==> config.mk <==
export PLATFORM = sky130hd
export DESIGN_NAME = tod_queue
export DESIGN_NICKNAME = d
export VERILOG_FILES = /design/src/hdl/tod_pkg.sv /design/src/hdl/tod_queue.sv
export SDC_FILE = /design/constraint.sdc
export NUM_CORES = 1
export LEC_CHECK = 0
export BUFFER_PORTS_ARGS = -buffer_cell sky130_fd_sc_hd__buf_2
export CAP_MARGIN = 40
export CORE_MARGIN = 3
export CORE_UTILIZATION = 45
export CTS_CLUSTER_DIAMETER = 60
export DETAILED_ROUTE_END_ITERATION = 7
export PLACE_DENSITY = 0.81
export SYNTH_ARGS = -nofsm -noshare
export SYNTH_HDL_FRONTEND = slang
export SYNTH_SLANG_ARGS = --single-unit
==> constraint.sdc <==
create_clock -name clk -period 4 [get_ports clk]
set_input_delay 0.4 -clock clk [delete_from_list [all_inputs] [get_ports clk]]
set_output_delay 0.4 -clock clk [all_outputs]
set_load 0.05 [all_outputs]
==> src/hdl/tod_pkg.sv <==
// Shared types and constants for the tilt orientation debouncer.
// Used by the front, queue, back, top level and checker; depends on nothing.
package tod_pkg;

    localparam int TIME_BITS     = 48;
    localparam int GRAVITY_FIXED = 2510;
    localparam int US_PER_MS     = 1000;

    localparam int CFG_W = 16;
    localparam int SQ_W  = 32;
    localparam int SUM_W = 34;
    localparam int US_W  = 26;

    // Register reset values.
    localparam logic [CFG_W-1:0] ACCEL_TOL_RESET  = CFG_W'(512);
    localparam logic [CFG_W-1:0] GYRO_LIMIT_RESET = CFG_W'(1024);
    localparam logic [CFG_W-1:0] DWELL_RESET      = CFG_W'(500);
    localparam logic [CFG_W-1:0] RATE_RESET       = CFG_W'(1000);

    // Derived values that match the register reset values.
    localparam logic [SUM_W-1:0] ACCEL_LO_RESET =
        SUM_W'((GRAVITY_FIXED - 512) * (GRAVITY_FIXED - 512));
    localparam logic [SUM_W-1:0] ACCEL_HI_RESET =
        SUM_W'((GRAVITY_FIXED + 512) * (GRAVITY_FIXED + 512));
    localparam logic [SUM_W-1:0] GYRO_SQ_RESET  = SUM_W'(1024 * 1024);
    localparam logic [US_W-1:0]  DWELL_US_RESET = US_W'(500 * US_PER_MS);
    localparam logic [US_W-1:0]  RATE_US_RESET  = US_W'(1000 * US_PER_MS);

    typedef logic [TIME_BITS-1:0] stamp_t;

    typedef enum logic [2:0] {
        ORIENT_UNKNOWN    = 3'd0,
        ORIENT_UPRIGHT    = 3'd1,
        ORIENT_TURN_LEFT  = 3'd2,
        ORIENT_INVERTED   = 3'd3,
        ORIENT_TURN_RIGHT = 3'd4
    } orient_t;

    typedef enum logic [1:0] {
        STATUS_READY   = 2'd0,
        STATUS_BUSY    = 2'd1,
        STATUS_INVALID = 2'd2
    } status_t;

    typedef enum logic [1:0] {
        CFG_ACCEL_TOL  = 2'd0,
        CFG_GYRO_LIMIT = 2'd1,
        CFG_DWELL      = 2'd2,
        CFG_RATE_LIMIT = 2'd3
    } cfg_index_t;

    // A classified sample as it travels from the front to the back.
    typedef struct packed {
        logic    ok;
        orient_t det;
        logic    stable;
        stamp_t  stamp;
    } item_t;

endpackage

==> src/hdl/tod_queue.sv <==
// Two-entry queue of classified samples between the front and the back.
// Depends on tod_pkg.
module tod_queue (
    input  logic           clk,
    input  logic           rst_n,
    input  logic           push_valid,
    output logic           push_ready,
    input  tod_pkg::item_t push_item,
    output logic           pop_valid,
    input  logic           pop_ready,
    output tod_pkg::item_t pop_item
);
    import tod_pkg::*;

    item_t       entry_reg [2];
    logic        wr_ptr_reg, wr_ptr_next;
    logic        rd_ptr_reg, rd_ptr_next;
    logic [1:0]  count_reg, count_next;
    logic        do_push, do_pop;

    assign push_ready = (count_reg != 2'd2);
    assign pop_valid  = (count_reg != 2'd0);
    assign do_push    = push_valid && push_ready;
    assign do_pop     = pop_valid && pop_ready;
    assign pop_item   = entry_reg[rd_ptr_reg];

    always_comb
    begin
        wr_ptr_next = do_push ? !wr_ptr_reg : wr_ptr_reg;
        rd_ptr_next = do_pop ? !rd_ptr_reg : rd_ptr_reg;
        count_next  = count_reg + 2'(do_push) - 2'(do_pop);
    end

    always_ff @(posedge clk or negedge rst_n)
    begin
        if (!rst_n)
        begin
            wr_ptr_reg <= 1'b0;
            rd_ptr_reg <= 1'b0;
            count_reg  <= 2'd0;
        end
        else
        begin
            wr_ptr_reg <= wr_ptr_next;
            rd_ptr_reg <= rd_ptr_next;
            count_reg  <= count_next;
        end
    end

    always_ff @(posedge clk)
    begin
        if (do_push)
        begin
            entry_reg[wr_ptr_reg] <= push_item;
        end
    end

endmodule

# [Word level (Yosys, flattened, before mapping)]
# Memory sizes are Yosys's and may differ from the RTL's.
# Index checks and enable logic that the tools add are counted.
[word_totals] memories=1 mem_bits_rw=106 wordCells=14 reg_bits=4 out_inout_bits=55
[memory_table] name="entry_reg" depth=2 width=53 read_ports=1 rd_ports_with_merged_regs=0 write_ports=1 line_no="tod_queue.sv:15" source="item_t entry_reg [2];"
[classes] n_mux=2 n_eq_ne=1 add_sub_neg=2 reduce_logical=5
[op_table] op="$add A2 B1 Y2" n=1
[op_table] op="$logic_and A1 B1 Y1" n=2
[op_table] op="$logic_not A1 Y1" n=2
[op_table] op="$mux W1" n=2
[op_table] op="$ne A2 B2 Y1 const B" n=1
[op_table] op="$reduce_bool A2 Y1" n=1
[op_table] op="$sub A2 B1 Y2" n=1

# [Logic depth before layout (Yosys ltp)]
[depth] word_depth=4 depth_mapped=5 ltp_nobuf=5

# [Least setup slack after synthesis]
# No wires, ideal clock.
[synth_timing] kind="register to register" start="reg count_reg[0]" end="mem entry_reg[0][0] (netlist name), enable pin" path_buffers=0 path_stages_with_launch=4 period_less_slack_ns=3.752 arrival_ns=3.288 path_slack_ns=0.248 path_cell_list="dfrtp_1 > nand2b_1 > nand2_1 > nor2_1"
[synth_via] elab_chain_cells=4
[synth_lines] item="start: declaration" line_no="tod_queue.sv:18" source="logic [1:0] count_reg, count_next;"
[synth_lines] item="start signal: assignment" line_no="tod_queue.sv:46" source="count_reg <= count_next;"
[synth_lines] item="$ne A2 B2 Y1" line_no="tod_queue.sv:21" source="assign push_ready = (count_reg != 2'd2);"
[synth_lines] item="via push_ready" line_no="tod_queue.sv:7" source="output logic push_ready,"
[synth_lines] item="$logic_and A1 B1 Y1" line_no="tod_queue.sv:23" source="assign do_push = push_valid && push_ready;"
[synth_lines] item="$mux W1" line_no="tod_queue.sv:52" source="if (do_push)"
[synth_lines] item="$mux W1 (implied by the code)" line_no="tod_queue.sv:54" source="entry_reg[wr_ptr_reg] <= push_item;"
[synth_lines] item="end: declaration" line_no="tod_queue.sv:15"
# The timed path passes the listed nets, and every way through them passes these cells.

==> flow_summary.yaml <==
die:
  die_area_um2: 10200
  fp.dieH_um: 101
  rows: 33
  io_pins: 112
  start_util: 0.478
  coreArea_um2: 8460
  die_x_um: 101
synth:
  ys_top_cells_by_count: "edfxtp_1, mux2_2, buf_2, dfrtp_1"
  synthFlopType: "edfxtp_1"
  syn_area_per_cell_um2: 21.6
  yosysMostFrequentCell: "edfxtp_1"
  yosys.area_share.adder: 0.00309
  synth_cell_types: 17
  yosys.area_share.simple: 0.0161
  synth_top_family_by_area: "multiplexers"
  synth.area.top_cells: "edfxtp_1, mux2_2, dfrtp_1"
  synth-compound-area-share: 0.00743
  syn_area_um2: 4040
  synth_edf_count: 106
  yosysWarnings: 0
  async_flop_share: 0.0364
  netlist.area_leader.share: 0.787
  synth-seq-cells: 110
  yosysSeqAreaShare: 0.812
  synth_top_area_cell: "edfxtp_1"
  synth_xor_area_frac: 0.00650
  syn_inst: 187
  synth_nets: 245
  synth_mux_area_frac: 0.148
setup_path:
  cp.arrival_ps: 1560
  crit_fanout: 27
  r2r_start: "count_reg[0]"
  slowest_delay_ps: 430
  critical_path_class: "reg -> out"
  startpoint: "rd_ptr_reg"
  crit_required_ps: 3600
  reg2reg_to: "entry_reg[0][15]"
  path_depth: 3
  r2r_cells: 4
  cp_num_buf_inv: 2
  crit_path_cell_trace: "buf_12 -> mux2_2 -> buf_2"
  crit_slowest_cell: "dfrtp_2"
  cp-start-kind: "flop"
  critical_path.top_delay_family: "flip-flops"
  r2r_slack_ps: 2160
  cp-end-kind: "output port"
  cp-endpoint: "pop_item[23]"
detailed_routing:
  drt_first_pass_iters: 4
  antenna_left: 0
  vias: 2041
  drt-initial-drc-count: 66
  route.final.wire_length_um: 6780
  via_per_inst: 4.86
  wire_per_inst_um: 16.2
  drc: 0
pwr:
  leakagePower_uw: 0.00188
  ir_worst_vdd_mv: 0.476
  switchingPower_uw: 1760
  p_int_uw: 2480
  power_frac_seq: 0.389
  p_clk_frac: 0.165
  comb_power_share: 0.446
  power.density_nw_per_um2: 845
  switching_share: 0.416
finish:
  area_growth_pct: 24.1
  layout-drive-gt1-share: 0.606
  largest_register_ffs: 106
  final_nets: 368
  antennaDiodeCount: 0
clock_tree:
  clk_latency_ps: 350
  cts_tree: "done"
  numCtsBuffers: 9
  cts.sinks: 110
  clk_pin_slew_ps: 100
  cts_setup_buffers: 0
  cts_resized: 0
  htreeDepth: 3
  cts_buffer_depth: 2
  root_buffer: "clkbuf_8"
grt:
  first_global_vias: 2182
  antenna_found_initial: 0
  grt_overflow: 0
  gr-usage-met3: 0.0505
  grt_use_total: 0.137
  grt_pass1_wl_um: 10500
  grt_start_max_net_pins: 28
  met1_usage: 0.163
  grtUsageMet2: 0.232
  top_usage_layer: "met2"
placement:
  port_buffers: 111
  hpwl_um: 4740
  globalplace.congestion: 0.645
hold_path:
  holdCritPathClass: "in -> reg"
  whs_path_depth: 1
timing:
  finalCriticalPeriod_ps: 1960
  slew_violations: 0
  hold_viol_final: 0
  slew_headroom: 0.659
  tightestPinTransition_ps: 512
  whs_ps: 226
  setup_viol: 0
  skew_ps: 8.65
  fin_crit_sh: 0.490
  final.setup.tns_ps: 0
  rsz0062_at_grt: "no"
  timing.fmax_mhz: 511
run:
  cap_violations: 0
outcome:
  status: "finished, final reports clean"
metrics by stage:
stage / power (µW) / utilization / area (µm²) / setup slack (ps) / instances
6_report: 4240 / 0.593 / 5020 / 2040 / 420
5_1_grt: 4430 / 0.593 / 5020 / 1970 / 420
4_1_cts: 4300 / 0.593 / 5020 / 2000 / 420
3_5_place_dp: 3590 / 0.566 / 4790 / 2120 / 403
3_3_place_gp: 3510 / 0.559 / 4730 / 1750 / 400
2_1_floorplan: 3140 / - / 4040 / 248 / 187
power by group through the flow:
stage / sequential, µW / combinational [µW] / clock [µW]
final: 1650 / 1890 / 698
after global routing: 1680 / 1990 / 765
after CTS: 1650 / 1920 / 725
after detailed placement: 1680 / 1910 / 0
after global placement: 1760 / 1750 / 0
after floorplan: 1660 / 1480 / 0
what timing repair did:
item	in CTS	in global routing
endpoints found under the hold margin	4	0
hold buffers	1	0
setup endpoints to repair	0	0
worst min path at each step:
stage,start,end,slack (ps)
6_report,push_item[9],entry_reg[1][9],230
5_1_grt,push_item[14],entry_reg[1][14],190
4_1_cts,push_item[14],entry_reg[1][14],200
3_5_place_dp,rst_n,count_reg[0],210
3_3_place_gp,rst_n,count_reg[0],210
2_1_floorplan,rst_n,count_reg[0],100
metal layers:
layer / wire, µm / vias up
met5: 0 / -
met4: 58 / 0
met3: 518 / 6
met2: 3500 / 74
met1: 2710 / 980
li1: - / 981
cells in the final DEF, fill, tap and decap left out:
master / count
bufinv_16: 2
clkbuf_8: 9
clkinvlp_4: 2
and3_2: 1
xnor2_1: 3
or2_2: 1
nand3_1: 1
clkinv_4: 1
buf_2: 111
dlygate4sd3_1: 1
dfrtp_1: 3
buf_12: 3
nor2_1: 2
buf_4: 3
ha_1: 1
and2b_2: 1
edfxtp_1: 106
nand2_1: 2
clkbuf_1: 2
nand2b_1: 1
o21ba_2: 1
a311oi_2: 1
mux2_2: 53
dfrtp_2: 1
nor2_4: 1
and4bb_1: 1
o21ai_0: 1
layout make-up:
type,instances,area [µm²]
clock inverter,5,83.8
multi-input combinational,71,738
tap,105,131
timing repair buffer,118,648
clock buffer,11,131
fill,630,3450
sequential,110,3280
logic make-up (layout without fill, tap and decap cells):
family / after synthesis / in the layout
buf+inv: 6 / 134
xor+xnor: 3 / 3
flops: 110 / 110
fa+ha+maj: 1 / 1
simple gates: 11 / 11
mux: 53 / 53
compound gates: 3 / 3
Power figures use the tool's default switching activity.
