<file path="src/hdl/tod_pkg.sv">
// Shared types and constants for the tilt orientation debouncer.
// Used by the front, queue, back, top level and checker; depends on nothing.
package tod_pkg;

    localparam int TIME_BITS     = 48;
    localparam int GRAVITY_FIXED = 2510;
    localparam int US_PER_MS     = 1000;

    localparam int CFG_W = 16;
    localparam int SQ_W  = 32;
    localparam int SUM_W = 34;
    localparam int US_W  = 26;

    // Register reset values.
    localparam logic [CFG_W-1:0] ACCEL_TOL_RESET  = CFG_W'(512);
    localparam logic [CFG_W-1:0] GYRO_LIMIT_RESET = CFG_W'(1024);
    localparam logic [CFG_W-1:0] DWELL_RESET      = CFG_W'(500);
    localparam logic [CFG_W-1:0] RATE_RESET       = CFG_W'(1000);

    // Derived values that match the register reset values.
    localparam logic [SUM_W-1:0] ACCEL_LO_RESET =
        SUM_W'((GRAVITY_FIXED - 512) * (GRAVITY_FIXED - 512));
    localparam logic [SUM_W-1:0] ACCEL_HI_RESET =
        SUM_W'((GRAVITY_FIXED + 512) * (GRAVITY_FIXED + 512));
    localparam logic [SUM_W-1:0] GYRO_SQ_RESET  = SUM_W'(1024 * 1024);
    localparam logic [US_W-1:0]  DWELL_US_RESET = US_W'(500 * US_PER_MS);
    localparam logic [US_W-1:0]  RATE_US_RESET  = US_W'(1000 * US_PER_MS);

    typedef logic [TIME_BITS-1:0] stamp_t;

    typedef enum logic [2:0] {
        ORIENT_UNKNOWN    = 3'd0,
        ORIENT_UPRIGHT    = 3'd1,
        ORIENT_TURN_LEFT  = 3'd2,
        ORIENT_INVERTED   = 3'd3,
        ORIENT_TURN_RIGHT = 3'd4
    } orient_t;

    typedef enum logic [1:0] {
        STATUS_READY   = 2'd0,
        STATUS_BUSY    = 2'd1,
        STATUS_INVALID = 2'd2
    } status_t;

    typedef enum logic [1:0] {
        CFG_ACCEL_TOL  = 2'd0,
        CFG_GYRO_LIMIT = 2'd1,
        CFG_DWELL      = 2'd2,
        CFG_RATE_LIMIT = 2'd3
    } cfg_index_t;

    // A classified sample as it travels from the front to the back.
    typedef struct packed {
        logic    ok;
        orient_t det;
        logic    stable;
        stamp_t  stamp;
    } item_t;

endpackage

</file>
<file path="src/hdl/tod_back.sv">
// Back end: applies the debounce, dwell and rate limit rules and holds the result.
// Depends on tod_pkg.
module tod_back (
    input  logic                      clk,
    input  logic                      rst_n,
    input  logic [tod_pkg::CFG_W-1:0] dwell_ms,
    input  logic [tod_pkg::CFG_W-1:0] rate_limit_ms,
    input  logic                      item_valid,
    output logic                      item_ready,
    input  tod_pkg::item_t            item,
    output logic                      result_valid,
    input  logic                      result_ready,
    output logic [2:0]                orientation,
    output logic [1:0]                status,
    output logic                      changed,
    output logic [31:0]               suppressed_count,
    output logic [31:0]               published_count,
    output tod_pkg::stamp_t           commit_time_us
);
    import tod_pkg::*;

    logic [US_W-1:0] dwell_us_reg, rate_us_reg;

    orient_t     cur_reg, cur_next;
    orient_t     pend_reg, pend_next;
    stamp_t      since_reg, since_next;
    stamp_t      change_reg, change_next;
    logic        seen_reg, seen_next;
    logic [31:0] sup_reg, sup_next;
    logic [31:0] pub_reg, pub_next;

    logic        out_valid_reg, out_valid_next;
    status_t     status_reg, status_next;
    logic        changed_reg, changed_next;

    stamp_t      dwell_elapsed, rate_elapsed;
    logic        pop;

    assign item_ready = !out_valid_reg || result_ready;
    assign pop        = item_valid && item_ready;

    always_ff @(posedge clk or negedge rst_n)
    begin
        if (!rst_n)
        begin
            dwell_us_reg <= DWELL_US_RESET;
            rate_us_reg  <= RATE_US_RESET;
        end
        else
        begin
            dwell_us_reg <= US_W'(dwell_ms) * US_W'(US_PER_MS);
            rate_us_reg  <= US_W'(rate_limit_ms) * US_W'(US_PER_MS);
        end
    end

    // Elapsed times wrap with the timestamp width.
    assign dwell_elapsed = item.stamp - since_reg;
    assign rate_elapsed  = item.stamp - change_reg;

    always_comb
    begin
        cur_next     = cur_reg;
        pend_next    = pend_reg;
        since_next   = since_reg;
        change_next  = change_reg;
        seen_next    = seen_reg;
        sup_next     = sup_reg;
        pub_next     = pub_reg;
        status_next  = STATUS_READY;
        changed_next = 1'b0;

        if (!item.ok)
        begin
            status_next = STATUS_INVALID;
        end
        else if (item.det == ORIENT_UNKNOWN)
        begin
            // Nothing to do: the current orientation stands.
        end
        else if (item.det == cur_reg)
        begin
            pend_next  = ORIENT_UNKNOWN;
            since_next = '0;
        end
        else if (!item.stable)
        begin
            sup_next    = sup_reg + 32'd1;
            status_next = STATUS_BUSY;
        end
        else if (pend_reg != item.det)
        begin
            pend_next  = item.det;
            since_next = item.stamp;
        end
        else if (dwell_elapsed < TIME_BITS'(dwell_us_reg))
        begin
            // Candidate is still dwelling.
        end
        else if (seen_reg && (rate_elapsed < TIME_BITS'(rate_us_reg)))
        begin
            sup_next    = sup_reg + 32'd1;
            status_next = STATUS_BUSY;
        end
        else
        begin
            cur_next     = pend_reg;
            pend_next    = ORIENT_UNKNOWN;
            since_next   = '0;
            change_next  = item.stamp;
            seen_next    = 1'b1;
            pub_next     = pub_reg + 32'd1;
            changed_next = 1'b1;
        end
    end

    always_comb
    begin
        out_valid_next = out_valid_reg;
        if (pop)
        begin
            out_valid_next = 1'b1;
        end
        else if (result_ready)
        begin
            out_valid_next = 1'b0;
        end
    end

    always_ff @(posedge clk or negedge rst_n)
    begin
        if (!rst_n)
        begin
            cur_reg       <= ORIENT_UNKNOWN;
            pend_reg      <= ORIENT_UNKNOWN;
            since_reg     <= '0;
            change_reg    <= '0;
            seen_reg      <= 1'b0;
            sup_reg       <= '0;
            pub_reg       <= '0;
            out_valid_reg <= 1'b0;
        end
        else
        begin
            out_valid_reg <= out_valid_next;
            if (pop)
            begin
                cur_reg    <= cur_next;
                pend_reg   <= pend_next;
                since_reg  <= since_next;
                change_reg <= change_next;
                seen_reg   <= seen_next;
                sup_reg    <= sup_next;
                pub_reg    <= pub_next;
            end
        end
    end

    always_ff @(posedge clk)
    begin
        if (pop)
        begin
            status_reg  <= status_next;
            changed_reg <= changed_next;
        end
    end

    // The counters and orientation registers only move on a pop, so they
    // already show the state that belongs to the held result.
    assign result_valid     = out_valid_reg;
    assign orientation      = cur_reg;
    assign status           = status_reg;
    assign changed          = changed_reg;
    assign suppressed_count = sup_reg;
    assign published_count  = pub_reg;
    assign commit_time_us   = change_reg;

endmodule

</file>
<file path="config.mk">
export PLATFORM = sky130hd
export DESIGN_NAME = tod_back
export DESIGN_NICKNAME = d
export VERILOG_FILES = /design/src/hdl/tod_pkg.sv /design/src/hdl/tod_back.sv
export SDC_FILE = /design/constraint.sdc
export NUM_CORES = 1
export LEC_CHECK = 0
export BUFFER_PORTS_ARGS = -buffer_cell sky130_fd_sc_hd__buf_2
export CAP_MARGIN = 20
export CORE_UTILIZATION = 62
export CTS_CLUSTER_DIAMETER = 80
export DETAILED_ROUTE_END_ITERATION = 16
export PLACE_DENSITY = 0.9
export SLEW_MARGIN = 20
export SYNTH_ARGS = -nofsm -noshare
export SYNTH_HDL_FRONTEND = slang
export SYNTH_SLANG_ARGS = --single-unit
</file>
<file path="constraint.sdc">
create_clock -name clk -period 15.8 [get_ports clk]
set_input_delay 2.37 -clock clk [delete_from_list [all_inputs] [get_ports clk]]
set_output_delay 2.37 -clock clk [all_outputs]
set_load 0.02 [all_outputs]
</file>
### Word-level counts from Yosys, hierarchy flattened

Index checks and enable logic that the tools add are counted.
Widths: inputs -> output; s select.

* add/subtract/negate cells: 4
* multiply operators: 2
* div/mod/pow operators: 0
* $lt $le $gt $ge: 2
* equality and inequality tests: 7
* shift-type cells: 0
* mux-type cells: 21
* bitwise operators: 7
* reductions and logical operators: 12

Operators with widths (count)
* $mux 48: 5
* $mux 32: 4
* $lt 48x26->1: 2
* $sub 48x48->48: 2
* $add 32x1->32 const B: 2
* $mul 16x7->23 const B: 2
* $mux 3: 5
* $reduce_and 8->1: 1
* $mux 1: 7
* $not 1->1: 7
* $reduce_and 7->1: 1
* $ne 3x3->1 const B: 2
* $reduce_and 6->1: 1
* $reduce_or 6->1: 1
* $ne 2x2->1 const B: 2
* $reduce_bool 2->1: 2
* $eq 3x3->1: 1
* $logic_not 3->1: 1
* $ne 3x3->1: 1
* $reduce_or 3->1: 1
* $logic_and 1x1->1: 2
* $ne 2x1->1 const B: 1
* $logic_not 1->1: 1
* $logic_or 1x1->1: 1

* register bits after elaboration: 217
* latch bits: 0
* bits in writable memories: 0
* bits in read-only memories: 0
* input bits: 89
* logic and storage cells: 68
* memories kept: 0

### Longest topological paths before layout

* word-level depth: 8
* gate-level depth with buffers: 27
* mapped depth without buffers: 25

### Least setup slack after synthesis

Ideal clock, no wire load.

* path kind: input to register
* start: in item[13] in the netlist's numbering
* end: reg change_reg[0], in the netlist commit_time_us[0]
* library setup time: 0.128 ns
* arrival time: 7.128 ns
* setup slack: 8.545 ns
* cell stages on the path: 24
* path through: ha_1 buf_2 a21o_1 a21o_1 a21oi_1 nor2b_1 a211oi_1 nor2_1 o211ai_1 xor2_1 ha_1 a21o_1 a21oi_1 o211a_1 o211a_1 a21oi_1 a2111oi_0 nand2_1 or4_1 or4_1 nor4_4 nor4_2 buf_2 mux2_1

* cells in the longest elaborated chain, start to end: 5
* elaborated cells on any way between the ends: 8
* those cells by class: add/sub (2); order compare (2); bitwise (2); reduce/logical (2)

Ends and longest elaborated chain
* start: declaration: line tod_back.sv:10 `input tod_pkg::item_t item,`
* $sub 48x48->48: line tod_back.sv:58 `assign rate_elapsed = item.stamp - change_reg;`
* $lt 48x26->1: line tod_back.sv:99 `else if (seen_reg && (rate_elapsed < TIME_BITS'(rate_us_reg)))`
* $logic_and 1x1->1: line tod_back.sv:99
* $not 1->1 (no source line)
* $reduce_and 8->1 (no source line) *
* end signal: assignment: line tod_back.sv:150 `change_reg <= change_next;`
* end: declaration: line tod_back.sv:27 `stamp_t change_reg, change_next;`

Every way passes the cells marked *; elsewhere a longest branch is shown, timed or not.
A chain may end at the register's enable or synchronous reset.

### Final worst setup path

* start: in item[5] in the netlist's numbering
* end: reg change_reg[0], in the netlist commit_time_us[0]

Same word-level chain as after synthesis.

==> results.yml <==
global_routing:
  grt_max_degree: 100
  grt_pass1_wl_um: 91370
  grt_pass1_vias: 18070
  antenna_found_initial: 4
  grtUsageTotal: 0.3310
  grt_overflow: 0
clock_network:
  clkTransAtPathRegs_ps: 60
  cts-root-buf: "clkbuf_16"
  htree_levels: 1
  cts-hold-fix-buffers: 0
  clk_latency_ps: 560
  cts_made_buffers: 26
  ctsResizeCount: 0
  cts_tree: "done"
  post_cts_buffers: 0
  clockBufferDepth: 3
  clock_sinks: 217
timing:
  tns_ps: 0
  clock.fmax_mhz: 121.5
  period_share: 0.5208
  period_minus_slack_ps: 8229
  rsz0062_at_grt: "no"
  hold_ws_ps: 467.7
  hold_viol: 0
  tightest_slew_ps: 986.9
  max_slew_margin: 0.3421
  finClkSkew_ps: 27.18
  setup_viol: 0
  slew_viol_final: 0
yosys:
  synth_top_family_by_area: "adder cells"
  synthAdderAreaFrac: 0.2513
  syn_area_um2: 20750
  yosysWarnings: 0
  synth-simple-area-share: 0.1541
  synth_edf_count: 3
  synth_xor_area_frac: 0.06795
  ys_types: 88
  synth_compound_area_frac: 0.1944
  synth_mux_area_frac: 0.008803
  ys_dominant_reg_cell: "dfrtp_1"
  synth_cells: 2319
  async_reset_ff_frac: 0.9862
  syn-num-nets: 2760
  synth-seq-cells: 217
  synth-seq-area-share: 0.2632
  syn_avg_cell_area_um2: 8.949
final_layout:
  final_common_cell: "ha_1"
  drive_above_1_share: 0.1287
  final_cell_mix: "ha_1 (244), inv_1 (229), nand2_1 (212), buf_2 (207), dfrtp_1 (200)"
  synthToLayoutAreaGrowth_pct: 10.71
  fin_nets: 2922
worst_setup_path:
  crit_arrival_ps: 8650
  path_cells: "buf_2, ha_1, a21oi_1, o21ai_2, a32oi_1, and3_1, o21ai_0, a21boi_0, nor2b_1, nor2_1, xnor2_1, ha_1, nand3_1, or2_2, a221o_1, a21oi_1, a2111oi_0, nand2_1, or4_1, or4_1, nor4_4, nor4_4, buf_4, mux2_1"
  cp-end-kind: "register"
  crit_buf_inv: 2
  startpoint_type: "input pin"
  worstPathMaxFanout: 99
  critical_path_class: "input pin to register"
  crit_path_top_delay_cell: "buf_4"
  critPathTopFamily: "compound AO/OA/AOI/OAI gates"
  worstPathRequired_ps: 16220
  cp_slowest_stage_delay_ps: 800
pwr:
  comb_power_share: 0.647
  power_switching_uw: 1971
  power_density_nw_per_um2: 182.5
  p_sw_frac: 0.4701
  p_clk_frac: 0.153
  intPower_uw: 2222
  leakagePower_uw: 0.01149
  p_seq_frac: 0.200
  peakVddDrop_mv: 0.1153
drt:
  routed_wirelength_um: 55630
  drc_errors: 0
  wl_per_cell_um: 18.88
  first_iter_violations: 1303
  num_vias: 18160
  detail_route.vias_per_cell: 6.165
  dr.pass1.iters: 8
  drt.antenna.violating_nets: 0
die:
  row_count: 66
  die_x_um: 185.0
  core_area_um2: 32700
  initial_utilization: 0.6346
  dieArea_um2: 34210
  ios: 209
  die_h_um: 185.0
worst_hold_path:
  holdCritPathClass: "register to register"
placed_design:
  portBuffers: 208
  dp_hpwl_um: 43630
  gp_congestion: 0.9563
run:
  cap_viol_max_count: 0
status:
  status: "completed"
## through the flow
stage                     cells  power [µW]    util  cell area (µm²)  worst slack [ps]
after CTS                  2943        4170  0.7023            22970              7691
after floorplan            2319        2823       -            20750              8545
after global routing       2944        4538  0.7024            22970              7185
final                      2946        4193  0.7026            22970              7571
after global placement     2894        3376  0.6739            22040              7355
after detailed placement   2895        3497  0.6745            22060              7157
## power by group through the flow
stage                     Clock [µW]  Sequential (µW)  Combinational (µW)
after floorplan                    0              908                1910
after global placement             0              835                2540
after detailed placement           0              842                2660
after CTS                        651              835                2680
after global routing             671              855                3010
final                            642              837                2710
## cells in the mapped netlist (9+ instances only)
cell type,number,area (µm²)
nand3_1,63,315.3
or2_2,10,62.56
a211oi_1,22,165.2
and3_1,20,125.1
nor2_1,104,390.4
o2111ai_1,11,96.34
and2_1,15,93.84
a21boi_0,9,67.56
o21ai_0,87,435.4
fa_1,108,2162
nor4_1,20,125.1
a2111oi_0,11,96.34
a31oi_1,13,81.33
o21bai_1,26,195.2
buf_2,31,155.2
o21ai_2,13,113.9
dfrtp_1,200,5005
nand4_1,56,350.3
clkbuf_1,43,161.4
a21o_1,53,397.9
dfstp_2,14,367.9
nand2b_1,14,87.58
and4_1,9,78.83
o211ai_1,11,82.58
nor2b_1,19,118.9
xor2_1,62,543.0
o21ai_1,68,340.3
xnor2_1,99,867.1
ha_1,244,3053
o21a_1,24,180.2
or3_1,13,81.33
nand2_1,212,795.8
a21oi_1,151,755.7
inv_1,229,859.6
nor3_1,59,295.3
a22oi_1,52,390.4
## layout make-up
class / instances / area, µm²
multi-input combinational: 1792 / 14070
fill: 2553 / 9727
sequential: 217 / 5463
timing repair buffer: 215 / 1115
inverter: 229 / 859.6
clock buffer: 35 / 724.4
tap: 442 / 553.0
clock inverter: 13 / 186.4
antenna: 3 / 7.507
## cell families (layout without fill, tap and decap cells)
family,count (synthesis),in the layout
buf+inv,310,492
compound gates,618,618
mux,17,17
flops,217,217
fa+ha+maj,352,352
other cells,0,3
simple gates,644,644
xor+xnor,161,161
## path summary, 6_finish.rpt
path / to / depth (start not counted) / slack (ps) / start
min in group asynchronous: commit_time_us[45]$_DFFE_PN0P_ / 1 / 1810 / rst_n
worst max-delay path: commit_time_us[0]$_DFFE_PN0P_ / 24 / 7570 / item[5]
max in group asynchronous: dwell_us_reg[10]$_DFF_PN0_ / 2 / 12500 / rst_n
worst max register to register: commit_time_us[0]$_DFFE_PN0P_ / 24 / 9090 / commit_time_us[5]$_DFFE_PN0P_
worst min register to register: published_count[31]$_DFFE_PN0P_ / 1 / 470 / published_count[31]$_DFFE_PN0P_
worst min-delay path: published_count[31]$_DFFE_PN0P_ / 1 / 470 / published_count[31]$_DFFE_PN0P_
## routing by layer
metal | part of all wire | vias to the layer above | GRT usage
met5 | 0.00020 | - | 0
met4 | 0.039 | 2 | 0.1217
met3 | 0.060 | 142 | 0.05191
met2 | 0.48 | 626 | 0.5618
met1 | 0.42 | 8834 | 0.4254
li1 | - | 8558 | -
No activity file was read; power rests on OpenSTA's default activity.
