===== src/hdl/tod_pkg.sv =====
// Shared types and constants for the tilt orientation debouncer.
// Used by the front, queue, back, top level and checker; depends on nothing.
package tod_pkg;

    localparam int TIME_BITS     = 48;
    localparam int GRAVITY_FIXED = 2510;
    localparam int US_PER_MS     = 1000;

    localparam int CFG_W = 16;
    localparam int SQ_W  = 32;
    localparam int SUM_W = 34;
    localparam int US_W  = 26;

    // Register reset values.
    localparam logic [CFG_W-1:0] ACCEL_TOL_RESET  = CFG_W'(512);
    localparam logic [CFG_W-1:0] GYRO_LIMIT_RESET = CFG_W'(1024);
    localparam logic [CFG_W-1:0] DWELL_RESET      = CFG_W'(500);
    localparam logic [CFG_W-1:0] RATE_RESET       = CFG_W'(1000);

    // Derived values that match the register reset values.
    localparam logic [SUM_W-1:0] ACCEL_LO_RESET =
        SUM_W'((GRAVITY_FIXED - 512) * (GRAVITY_FIXED - 512));
    localparam logic [SUM_W-1:0] ACCEL_HI_RESET =
        SUM_W'((GRAVITY_FIXED + 512) * (GRAVITY_FIXED + 512));
    localparam logic [SUM_W-1:0] GYRO_SQ_RESET  = SUM_W'(1024 * 1024);
    localparam logic [US_W-1:0]  DWELL_US_RESET = US_W'(500 * US_PER_MS);
    localparam logic [US_W-1:0]  RATE_US_RESET  = US_W'(1000 * US_PER_MS);

    typedef logic [TIME_BITS-1:0] stamp_t;

    typedef enum logic [2:0] {
        ORIENT_UNKNOWN    = 3'd0,
        ORIENT_UPRIGHT    = 3'd1,
        ORIENT_TURN_LEFT  = 3'd2,
        ORIENT_INVERTED   = 3'd3,
        ORIENT_TURN_RIGHT = 3'd4
    } orient_t;

    typedef enum logic [1:0] {
        STATUS_READY   = 2'd0,
        STATUS_BUSY    = 2'd1,
        STATUS_INVALID = 2'd2
    } status_t;

    typedef enum logic [1:0] {
        CFG_ACCEL_TOL  = 2'd0,
        CFG_GYRO_LIMIT = 2'd1,
        CFG_DWELL      = 2'd2,
        CFG_RATE_LIMIT = 2'd3
    } cfg_index_t;

    // A classified sample as it travels from the front to the back.
    typedef struct packed {
        logic    ok;
        orient_t det;
        logic    stable;
        stamp_t  stamp;
    } item_t;

endpackage


===== src/hdl/tod_front.sv =====
// Front end: accepts samples, classifies the dominant axis and judges stability.
// Depends on tod_pkg.
module tod_front (
    input  logic                      clk,
    input  logic                      rst_n,
    input  logic [tod_pkg::CFG_W-1:0] accel_tol,
    input  logic [tod_pkg::CFG_W-1:0] gyro_lim,
    input  logic                      sample_valid,
    output logic                      sample_ready,
    input  logic                      sample_ok,
    input  logic signed [15:0]        accel_x,
    input  logic signed [15:0]        accel_y,
    input  logic signed [15:0]        accel_z,
    input  logic signed [15:0]        gyro_x,
    input  logic signed [15:0]        gyro_y,
    input  logic signed [15:0]        gyro_z,
    input  tod_pkg::stamp_t           sample_time_us,
    output logic                      item_valid,
    input  logic                      item_ready,
    output tod_pkg::item_t            item
);
    import tod_pkg::*;

    function automatic logic [15:0] mag16(input logic signed [15:0] v);
        logic [15:0] m;
        begin
            // The most negative value maps onto 0x8000, read as unsigned.
            m = v[15] ? 16'(-v) : 16'(v);
            return m;
        end
    endfunction

    logic [15:0] mx, my, mz;
    orient_t     det_in;

    logic             a_valid_reg, a_valid_next;
    logic             ok_reg;
    orient_t          det_reg;
    stamp_t           stamp_reg;
    logic [SQ_W-1:0]  sq_ax_reg, sq_ay_reg, sq_az_reg;
    logic [SQ_W-1:0]  sq_gx_reg, sq_gy_reg, sq_gz_reg;

    logic [SUM_W-1:0] lo_reg, hi_reg, gl2_reg;
    logic [16:0]      g_plus_t, g_minus_t;

    logic [SUM_W-1:0] a2, g2;
    logic             accept, push;

    assign mx = mag16(accel_x);
    assign my = mag16(accel_y);
    assign mz = mag16(accel_z);

    // Z wins ties, then X; a Y-dominant sample is left unclassified.
    always_comb
    begin
        if (mz >= mx && mz >= my)
        begin
            det_in = accel_z[15] ? ORIENT_UPRIGHT : ORIENT_INVERTED;
        end
        else if (mx >= my)
        begin
            det_in = accel_x[15] ? ORIENT_TURN_LEFT : ORIENT_TURN_RIGHT;
        end
        else
        begin
            det_in = ORIENT_UNKNOWN;
        end
    end

    assign push         = a_valid_reg && item_ready;
    assign sample_ready = !a_valid_reg || item_ready;
    assign accept       = sample_valid && sample_ready;

    always_comb
    begin
        a_valid_next = a_valid_reg;
        if (accept)
        begin
            a_valid_next = 1'b1;
        end
        else if (push)
        begin
            a_valid_next = 1'b0;
        end
    end

    always_ff @(posedge clk or negedge rst_n)
    begin
        if (!rst_n)
        begin
            a_valid_reg <= 1'b0;
        end
        else
        begin
            a_valid_reg <= a_valid_next;
        end
    end

    always_ff @(posedge clk)
    begin
        if (accept)
        begin
            ok_reg    <= sample_ok;
            det_reg   <= det_in;
            stamp_reg <= sample_time_us;
            sq_ax_reg <= SQ_W'(mx) * SQ_W'(mx);
            sq_ay_reg <= SQ_W'(my) * SQ_W'(my);
            sq_az_reg <= SQ_W'(mz) * SQ_W'(mz);
            sq_gx_reg <= SQ_W'(mag16(gyro_x)) * SQ_W'(mag16(gyro_x));
            sq_gy_reg <= SQ_W'(mag16(gyro_y)) * SQ_W'(mag16(gyro_y));
            sq_gz_reg <= SQ_W'(mag16(gyro_z)) * SQ_W'(mag16(gyro_z));
        end
    end

    // Stability bounds are registered, so they follow the configuration inputs in the next cycle.
    assign g_plus_t  = 17'(GRAVITY_FIXED) + 17'(accel_tol);
    assign g_minus_t = 17'(GRAVITY_FIXED) - 17'(accel_tol);

    always_ff @(posedge clk or negedge rst_n)
    begin
        if (!rst_n)
        begin
            lo_reg  <= ACCEL_LO_RESET;
            hi_reg  <= ACCEL_HI_RESET;
            gl2_reg <= GYRO_SQ_RESET;
        end
        else
        begin
            lo_reg  <= (17'(accel_tol) >= 17'(GRAVITY_FIXED)) ? '0 :
                       SUM_W'(g_minus_t) * SUM_W'(g_minus_t);
            hi_reg  <= SUM_W'(g_plus_t) * SUM_W'(g_plus_t);
            gl2_reg <= SUM_W'(gyro_lim) * SUM_W'(gyro_lim);
        end
    end

    assign a2 = SUM_W'(sq_ax_reg) + SUM_W'(sq_ay_reg) + SUM_W'(sq_az_reg);
    assign g2 = SUM_W'(sq_gx_reg) + SUM_W'(sq_gy_reg) + SUM_W'(sq_gz_reg);

    assign item_valid  = a_valid_reg;
    assign item.ok     = ok_reg;
    assign item.det    = det_reg;
    assign item.stable = (a2 >= lo_reg) && (a2 <= hi_reg) && (g2 <= gl2_reg);
    assign item.stamp  = stamp_reg;

endmodule


===== config.mk =====
export PLATFORM = sky130hd
export DESIGN_NAME = tod_front
export DESIGN_NICKNAME = d
export VERILOG_FILES = /design/src/hdl/tod_pkg.sv /design/src/hdl/tod_front.sv
export SDC_FILE = /design/constraint.sdc
export NUM_CORES = 2
export LEC_CHECK = 0
export BUFFER_PORTS_ARGS = -buffer_cell sky130_fd_sc_hd__buf_2
export CAP_MARGIN = 40
export CELL_PAD_IN_SITES_DETAIL_PLACEMENT = 1
export CELL_PAD_IN_SITES_GLOBAL_PLACEMENT = 1
export CORE_MARGIN = 3
export CORE_UTILIZATION = 35
export CTS_CLUSTER_SIZE = 24
export DETAILED_ROUTE_END_ITERATION = 6
export HOLD_SLACK_MARGIN = 0.08
export PLACE_DENSITY_LB_ADDON = 0.08
export SLEW_MARGIN = 20
export SYNTH_ARGS = -nofsm -noshare
export SYNTH_HDL_FRONTEND = slang
export SYNTH_SLANG_ARGS = --single-unit
export TNS_END_PERCENT = 5

===== constraint.sdc =====
create_clock -name clk -period 6.7 [get_ports clk]
set_input_delay 1.005 -clock clk [delete_from_list [all_inputs] [get_ports clk]]
set_output_delay 1.005 -clock clk [all_outputs]
set_load 0.01 [all_outputs]

Word level (Yosys, flattened, before mapping). Cells that the tools add are included.

$add $sub $neg: 12. $mul: 9. $lt $le $gt $ge: 7. Mux-type cells: 13. Reductions and logical operators: 8.

Operator list (number): multiplier 16 x 16 -> 32 bit (7); two-way mux 16 bit (6); negation 16 bit (6); adder 33 x 32 -> 34 bit (2); multiplier 17 x 17 -> 34 bit (2); adder 32 x 32 -> 33 bit (2); greater-or-equal comparator 16 bit (3); greater-or-equal comparator 34 bit (1); less-or-equal comparator 34 x 32 -> 1 bit (1); less-or-equal comparator 34 bit (1); two-way mux 34 bit (1); adder 12 x 16 -> 17 bit, first input constant (1); subtractor 12 x 16 -> 17 bit, first input constant (1); greater-or-equal comparator 16 x 12 -> 1 bit, second input constant (1); two-way mux 3 bit (3); logical AND 1 bit (5); two-way mux 1 bit (2); two-way mux 2 bit (1); nonzero test 2 bit (1); logical NOT 1 bit (1); logical OR 1 bit (1).

Register bits after elaboration: 345. Output and inout bits: 55.

Depth between registers and ports, before layout.
Word-level depth: 5. Gate-level depth with buffers: 34.

Worst setup path before layout. No wires, ideal clock.

Path kind: input to register. Start: in gyro_x[0]. End: reg sq_gx_reg[29] (data pin). Library setup time: 0.180 ns. Arrival: 8.682 ns. Required time: 6.520 ns. Setup slack: -2.162 ns. Stages on the path: 31. Cells stage by stage: buf_2 -> inv_1 -> clkbuf_1 -> ha_1 -> nand2_1 -> or3_1 -> or3_1 -> o21ai_0 -> xor2_1 -> clkbuf_1 -> nor2_1 -> fa_1 -> inv_1 -> fa_1 -> fa_1 -> inv_1 -> fa_1 -> inv_1 -> fa_1 -> inv_1 -> fa_1 -> ha_1 -> clkbuf_1 -> nand3_1 -> or2_2 -> o31ai_1 -> a311oi_1 -> nor3_1 -> and2_1 -> o21ai_0 -> a221oi_1.

Longest elaborated chain between the ends: 3.

RTL lines: start: declaration (RTL line tod_front.sv:14) `input logic signed [15:0] gyro_x,`; negation 16 bit (RTL line tod_front.sv:28) `m = v[15] ? 16'(-v) : 16'(v);`; two-way mux 16 bit * (RTL line tod_front.sv:28); multiplier 16 x 16 -> 32 bit * (RTL line tod_front.sv:109) `sq_gx_reg <= SQ_W'(mag16(gyro_x)) * SQ_W'(mag16(gyro_x));`; end signal: assignment (RTL line tod_front.sv:109); end: declaration (RTL line tod_front.sv:41) `logic [SQ_W-1:0] sq_gx_reg, sq_gy_reg, sq_gz_reg;`.

Mark *: on every way between the ends. The rest lies on a longest branch, timed or not. A chain may end at the register's enable or synchronous reset.

Final worst setup path.
Start: in gyro_z[10]. End: reg sq_gz_reg[30] (data pin).

Longest elaborated chain between the ends: 3.

RTL lines: start: declaration (RTL line tod_front.sv:16) `input logic signed [15:0] gyro_z,`; negation 16 bit (RTL line tod_front.sv:28); two-way mux 16 bit * (RTL line tod_front.sv:28); multiplier 16 x 16 -> 32 bit * (RTL line tod_front.sv:111) `sq_gz_reg <= SQ_W'(mag16(gyro_z)) * SQ_W'(mag16(gyro_z));`; end signal: assignment (RTL line tod_front.sv:111); end: declaration (RTL line tod_front.sv:41).

Marks and branches as above.

==> results_tabular.tex <==
\begin{tabular}{lr}
\hline
Metric & Value \\
\hline
\multicolumn{2}{l}{\textbf{Flow run}} \\
\quad Max\_cap viols & 0 \\
\multicolumn{2}{l}{\textbf{Critical path}} \\
\quad Endpoint class of the critical path & flop \\
\quad Arrival time at the worst endpoint & 8.10 ns \\
\quad R2R Path Start & item\_valid \\
\quad Crit Path Category & in2reg \\
\quad Category of cells accounting for the largest share of critical-path delay & adder cells \\
\quad Worst R2R End & sq\_ay\_reg[23] \\
\quad Flop-to-flop setup slack & 4.67 ns \\
\quad Max stage delay cell, worst path & sky130\_fd\_sc\_hd\_\_or4b\_4 \\
\quad WP data required & 7.07 ns \\
\quad Crit start category & input pin \\
\quad Reg2reg path depth & 3 \\
\quad Slowest Stage Delay on Critical Path & 0.60 ns \\
\quad Highest net fanout along the worst path & 3 \\
\quad Levels on crit path & 26 \\
\quad Bufs and invs on worst path & 6 \\
\quad Cell repeated most along the worst path & sky130\_fd\_sc\_hd\_\_fa\_1 \\
\multicolumn{2}{l}{\textbf{Routing}} \\
\quad Routed length per placed instance & 18.5 microns \\
\quad Detail Route Antenna Nets & 0 \\
\quad Via count & 67.5k \\
\quad Final wirelength & 268000 microns \\
\quad Number of DRC violations after detailed-routing iteration 0 & 2454 \\
\quad Via density & 4.67 \\
\quad Count of unresolved DRC violations after routing & 0 \\
\quad Total iterations of the first detailed-routing run & 5 \\
\multicolumn{2}{l}{\textbf{Cells and area}} \\
\quad Antenna diode count & 0 \\
\quad Fill count & 27.7k \\
\quad Fraction of final layout cells sized beyond drive strength 1 & 0.250 \\
\quad Growth of design area from synthesis to finish & 28.9\% \\
\quad Post-route insts no fill & 14.5k \\
\quad Number of nets in the layout & 14.1k \\
\quad Max reg flops & 48 \\
\quad Core occupancy in the finished layout & 0.455 \\
\multicolumn{2}{l}{\textbf{Clock tree}} \\
\quad CTS tree & yes \\
\quad Maximum level of the CTS H-tree & 2 \\
\quad Clock tree buffer depth & 3 \\
\quad Clock transition at the registers of the reported paths & 0.06 ns \\
\quad Root Buffer Master & sky130\_fd\_sc\_hd\_\_clkbuf\_16 \\
\quad Number of CTS-inserted buffers & 47 \\
\quad Insertion delay to the later sink of the worst-skew pair & 0.67 ns \\
\quad Hold Buf Count CTS & 0 \\
\quad \# clock sinks & 336 \\
\multicolumn{2}{l}{\textbf{Yosys}} \\
\quad Cell count after synthesis & 9111 \\
\quad Post-synthesis async set-or-reset flop share & 0.292 \\
\quad Number of synthesized register bits & 336 \\
\quad Distinct cells, synth & 86 \\
\quad Number of enable-type register cells in the synthesized netlist & 238 \\
\quad Most instantiated flip-flop cell in the synthesis netlist & sky130\_fd\_sc\_hd\_\_edfxtp\_1 \\
\quad Synth warnings & 0 \\
\quad Synthesized area divided by synthesized cell count & 9.26 sq um \\
\quad Cell area after synthesis & 84300 sq um \\
\quad Seq/Total Area, Yosys & 0.114 \\
\multicolumn{2}{l}{\textbf{STA}} \\
\quad Worst clock skew & 0.0493 ns \\
\quad Max Clk Rate & 129 MHz \\
\quad Final-layout worst hold slack & 0.380 ns \\
\quad Remaining max-slew budget at the tightest pin & 0.424 \\
\quad Worst slew pin tran & 0.864 ns \\
\quad Final setup violation count & 134 \\
\quad Fin crit period & 7.73 ns \\
\quad Final Max Tran Viols & 0 \\
\quad Setup repair after global routing missed its margin & true \\
\quad Final Cycle Share & 1.15 \\
\quad Least setup slack across all paths after layout & -1.03 ns \\
\quad Total count of hold-check failures in the final report & 0 \\
\multicolumn{2}{l}{\textbf{Outcome}} \\
\quad Violated checks & negative setup slack \\
\quad Outcome & finished with violations \\
\multicolumn{2}{l}{\textbf{Global route}} \\
\quad Antenna violations before repair & 9 \\
\quad Pin count of the biggest net entering global routing & 127 \\
\quad Total routing usage reported by global routing & 0.221 \\
\quad Residual overflow from global routing & 0 \\
\quad Wire length of the first global-routing pass & 434000 microns \\
\quad Number of global-route vias before repair & 77.9k \\
\multicolumn{2}{l}{\textbf{Die}} \\
\quad Placeable core area & 239000 sq um \\
\quad Width of the die & 497 microns \\
\quad FP Rows & 179 \\
\quad I/O pins & 236 \\
\quad Die Span Y & 497 microns \\
\quad Total Die Area & 247000 sq um \\
\quad Effective utilization at floorplan & 0.353 \\
\multicolumn{2}{l}{\textbf{Placed design}} \\
\quad Placement-stage worst setup slack & -2.25 ns \\
\quad Total placed cells including tap cells & 14.3k \\
\quad Global placement routability congestion & 0.881 \\
\quad PortBufs & 235 \\
\quad HPWL after detailed placement & 241000 microns \\
\multicolumn{2}{l}{\textbf{Hold path}} \\
\quad Worst min path class & in2async \\
\hline
\end{tabular}
-- layout by cell type, fill, tap and decap left out, drive strengths merged, types with 26 or more instances in the layout --
| cell | synthesis | routed |
|---|---|---|
| a21o | 166 | 166 |
| a21oi | 305 | 305 |
| and2 | 69 | 69 |
| and3 | 26 | 26 |
| buf | 8 | 2154 |
| clkbuf | 134 | 54 |
| clkinv | 39 | 53 |
| conb | 2 | 81 |
| dfrtp | 74 | 74 |
| edfxtp | 238 | 238 |
| fa | 1597 | 1597 |
| ha | 1089 | 1089 |
| inv | 2483 | 2488 |
| nand2 | 648 | 648 |
| nand2b | 80 | 80 |
| nand3 | 79 | 79 |
| nand4 | 37 | 37 |
| nor2 | 800 | 800 |
| nor2b | 47 | 47 |
| nor3 | 86 | 86 |
| o21a | 39 | 39 |
| o21ai | 170 | 170 |
| o21bai | 55 | 55 |
| o31ai | 30 | 30 |
| or3 | 32 | 32 |
| xnor2 | 317 | 317 |
| xor2 | 143 | 143 |
-- layout make-up --
cell class	count	area (sq um)	area share
inverters	2522	9530	0.0877
clock inverters	33	455	0.00419
well taps	3167	3960	0.0364
multi-input cells	6190	67900	0.625
repair buffers	2156	16000	0.147
clock buffers	52	1190	0.0110
flip-flops and latches	336	9630	0.0886
-- stage by stage --
stage	instance area, sq um	TNS [ns]
final	109000	-71.66
after floorplan	86100	-244.85
after detailed placement	105000	-226.48
after CTS	108000	-70.02
after global placement	105000	-209.91
after global routing	109000	-110.88
-- synth_stat cells, types with 55 or more instances --
| master | n | area (sq um) |
|---|---|---|
| sky130_fd_sc_hd__inv_1 | 2472 | 9280 |
| sky130_fd_sc_hd__fa_1 | 1597 | 32000 |
| sky130_fd_sc_hd__ha_1 | 1089 | 13600 |
| sky130_fd_sc_hd__nor2_1 | 799 | 3000 |
| sky130_fd_sc_hd__nand2_1 | 648 | 2430 |
| sky130_fd_sc_hd__xnor2_1 | 316 | 2770 |
| sky130_fd_sc_hd__a21oi_1 | 305 | 1530 |
| sky130_fd_sc_hd__edfxtp_1 | 238 | 7150 |
| sky130_fd_sc_hd__a21o_1 | 166 | 1250 |
| sky130_fd_sc_hd__o21ai_0 | 159 | 796 |
| sky130_fd_sc_hd__xor2_1 | 142 | 1240 |
| sky130_fd_sc_hd__clkbuf_1 | 134 | 503 |
| sky130_fd_sc_hd__nor3_1 | 85 | 425 |
| sky130_fd_sc_hd__nand2b_1 | 80 | 500 |
| sky130_fd_sc_hd__nand3_1 | 79 | 395 |
| sky130_fd_sc_hd__dfrtp_1 | 74 | 1850 |
| sky130_fd_sc_hd__and2_1 | 69 | 432 |
| sky130_fd_sc_hd__o21bai_1 | 55 | 413 |
-- layer usage --
| metal | vias to the layer above | wire (microns) | part of all wire | GRT usage |
|---|---|---|---|---|
| met2 | 740 | 132000 | 0.49 | 0.386 |
| met4 | 0 | 4370 | 0.016 | 0.0345 |
| met1 | 34500 | 125000 | 0.47 | 0.307 |
| met3 | 162 | 6480 | 0.024 | 0.0150 |
| met5 | - | 0 | 0 | 0 |
| li1 | 32000 | - | - | - |
-- worst max path at each step --
stage,from,endpoint,slack (ns)
2_1_floorplan,accel_z[0],sq_az_reg[31],-1.55
3_3_place_gp,accel_y[7],sq_ay_reg[30],-2.25
3_5_place_dp,accel_y[7],sq_ay_reg[30],-2.25
4_1_cts,accel_y[7],sq_ay_reg[31],-1.02
5_1_grt,accel_y[7],sq_ay_reg[31],-1.30
6_report,gyro_z[10],sq_gz_reg[30],-1.03
-- what timing repair did --
action / 4_1_cts / 5_1_grt
hold endpoints to repair: 0 / 0
resized for setup: 266 / 193
pin swaps: 112 / 82
setup buffers: 25 / 19
setup endpoints to repair: 148 / 169
-- cells by family (layout without fill, tap and decap cells) --
family | after synthesis | count (layout) | share of synthesized area
other | 2 | 81 | 0.0000890
multiplexers | 5 | 5 | 0.000608
AND/OR/NAND/NOR | 1986 | 1986 | 0.103
buffers and inverters | 2664 | 4763 | 0.119
XOR/XNOR | 460 | 460 | 0.0479
AO/OA/AOI/OAI | 972 | 972 | 0.0746
adder cells (fa/ha/maj) | 2686 | 2686 | 0.541
flip-flops | 336 | 336 | 0.114
Power is left out: the tool's default activity adds up to more than one toggle a clock period on the data nets, which glitch-free logic cannot reach.
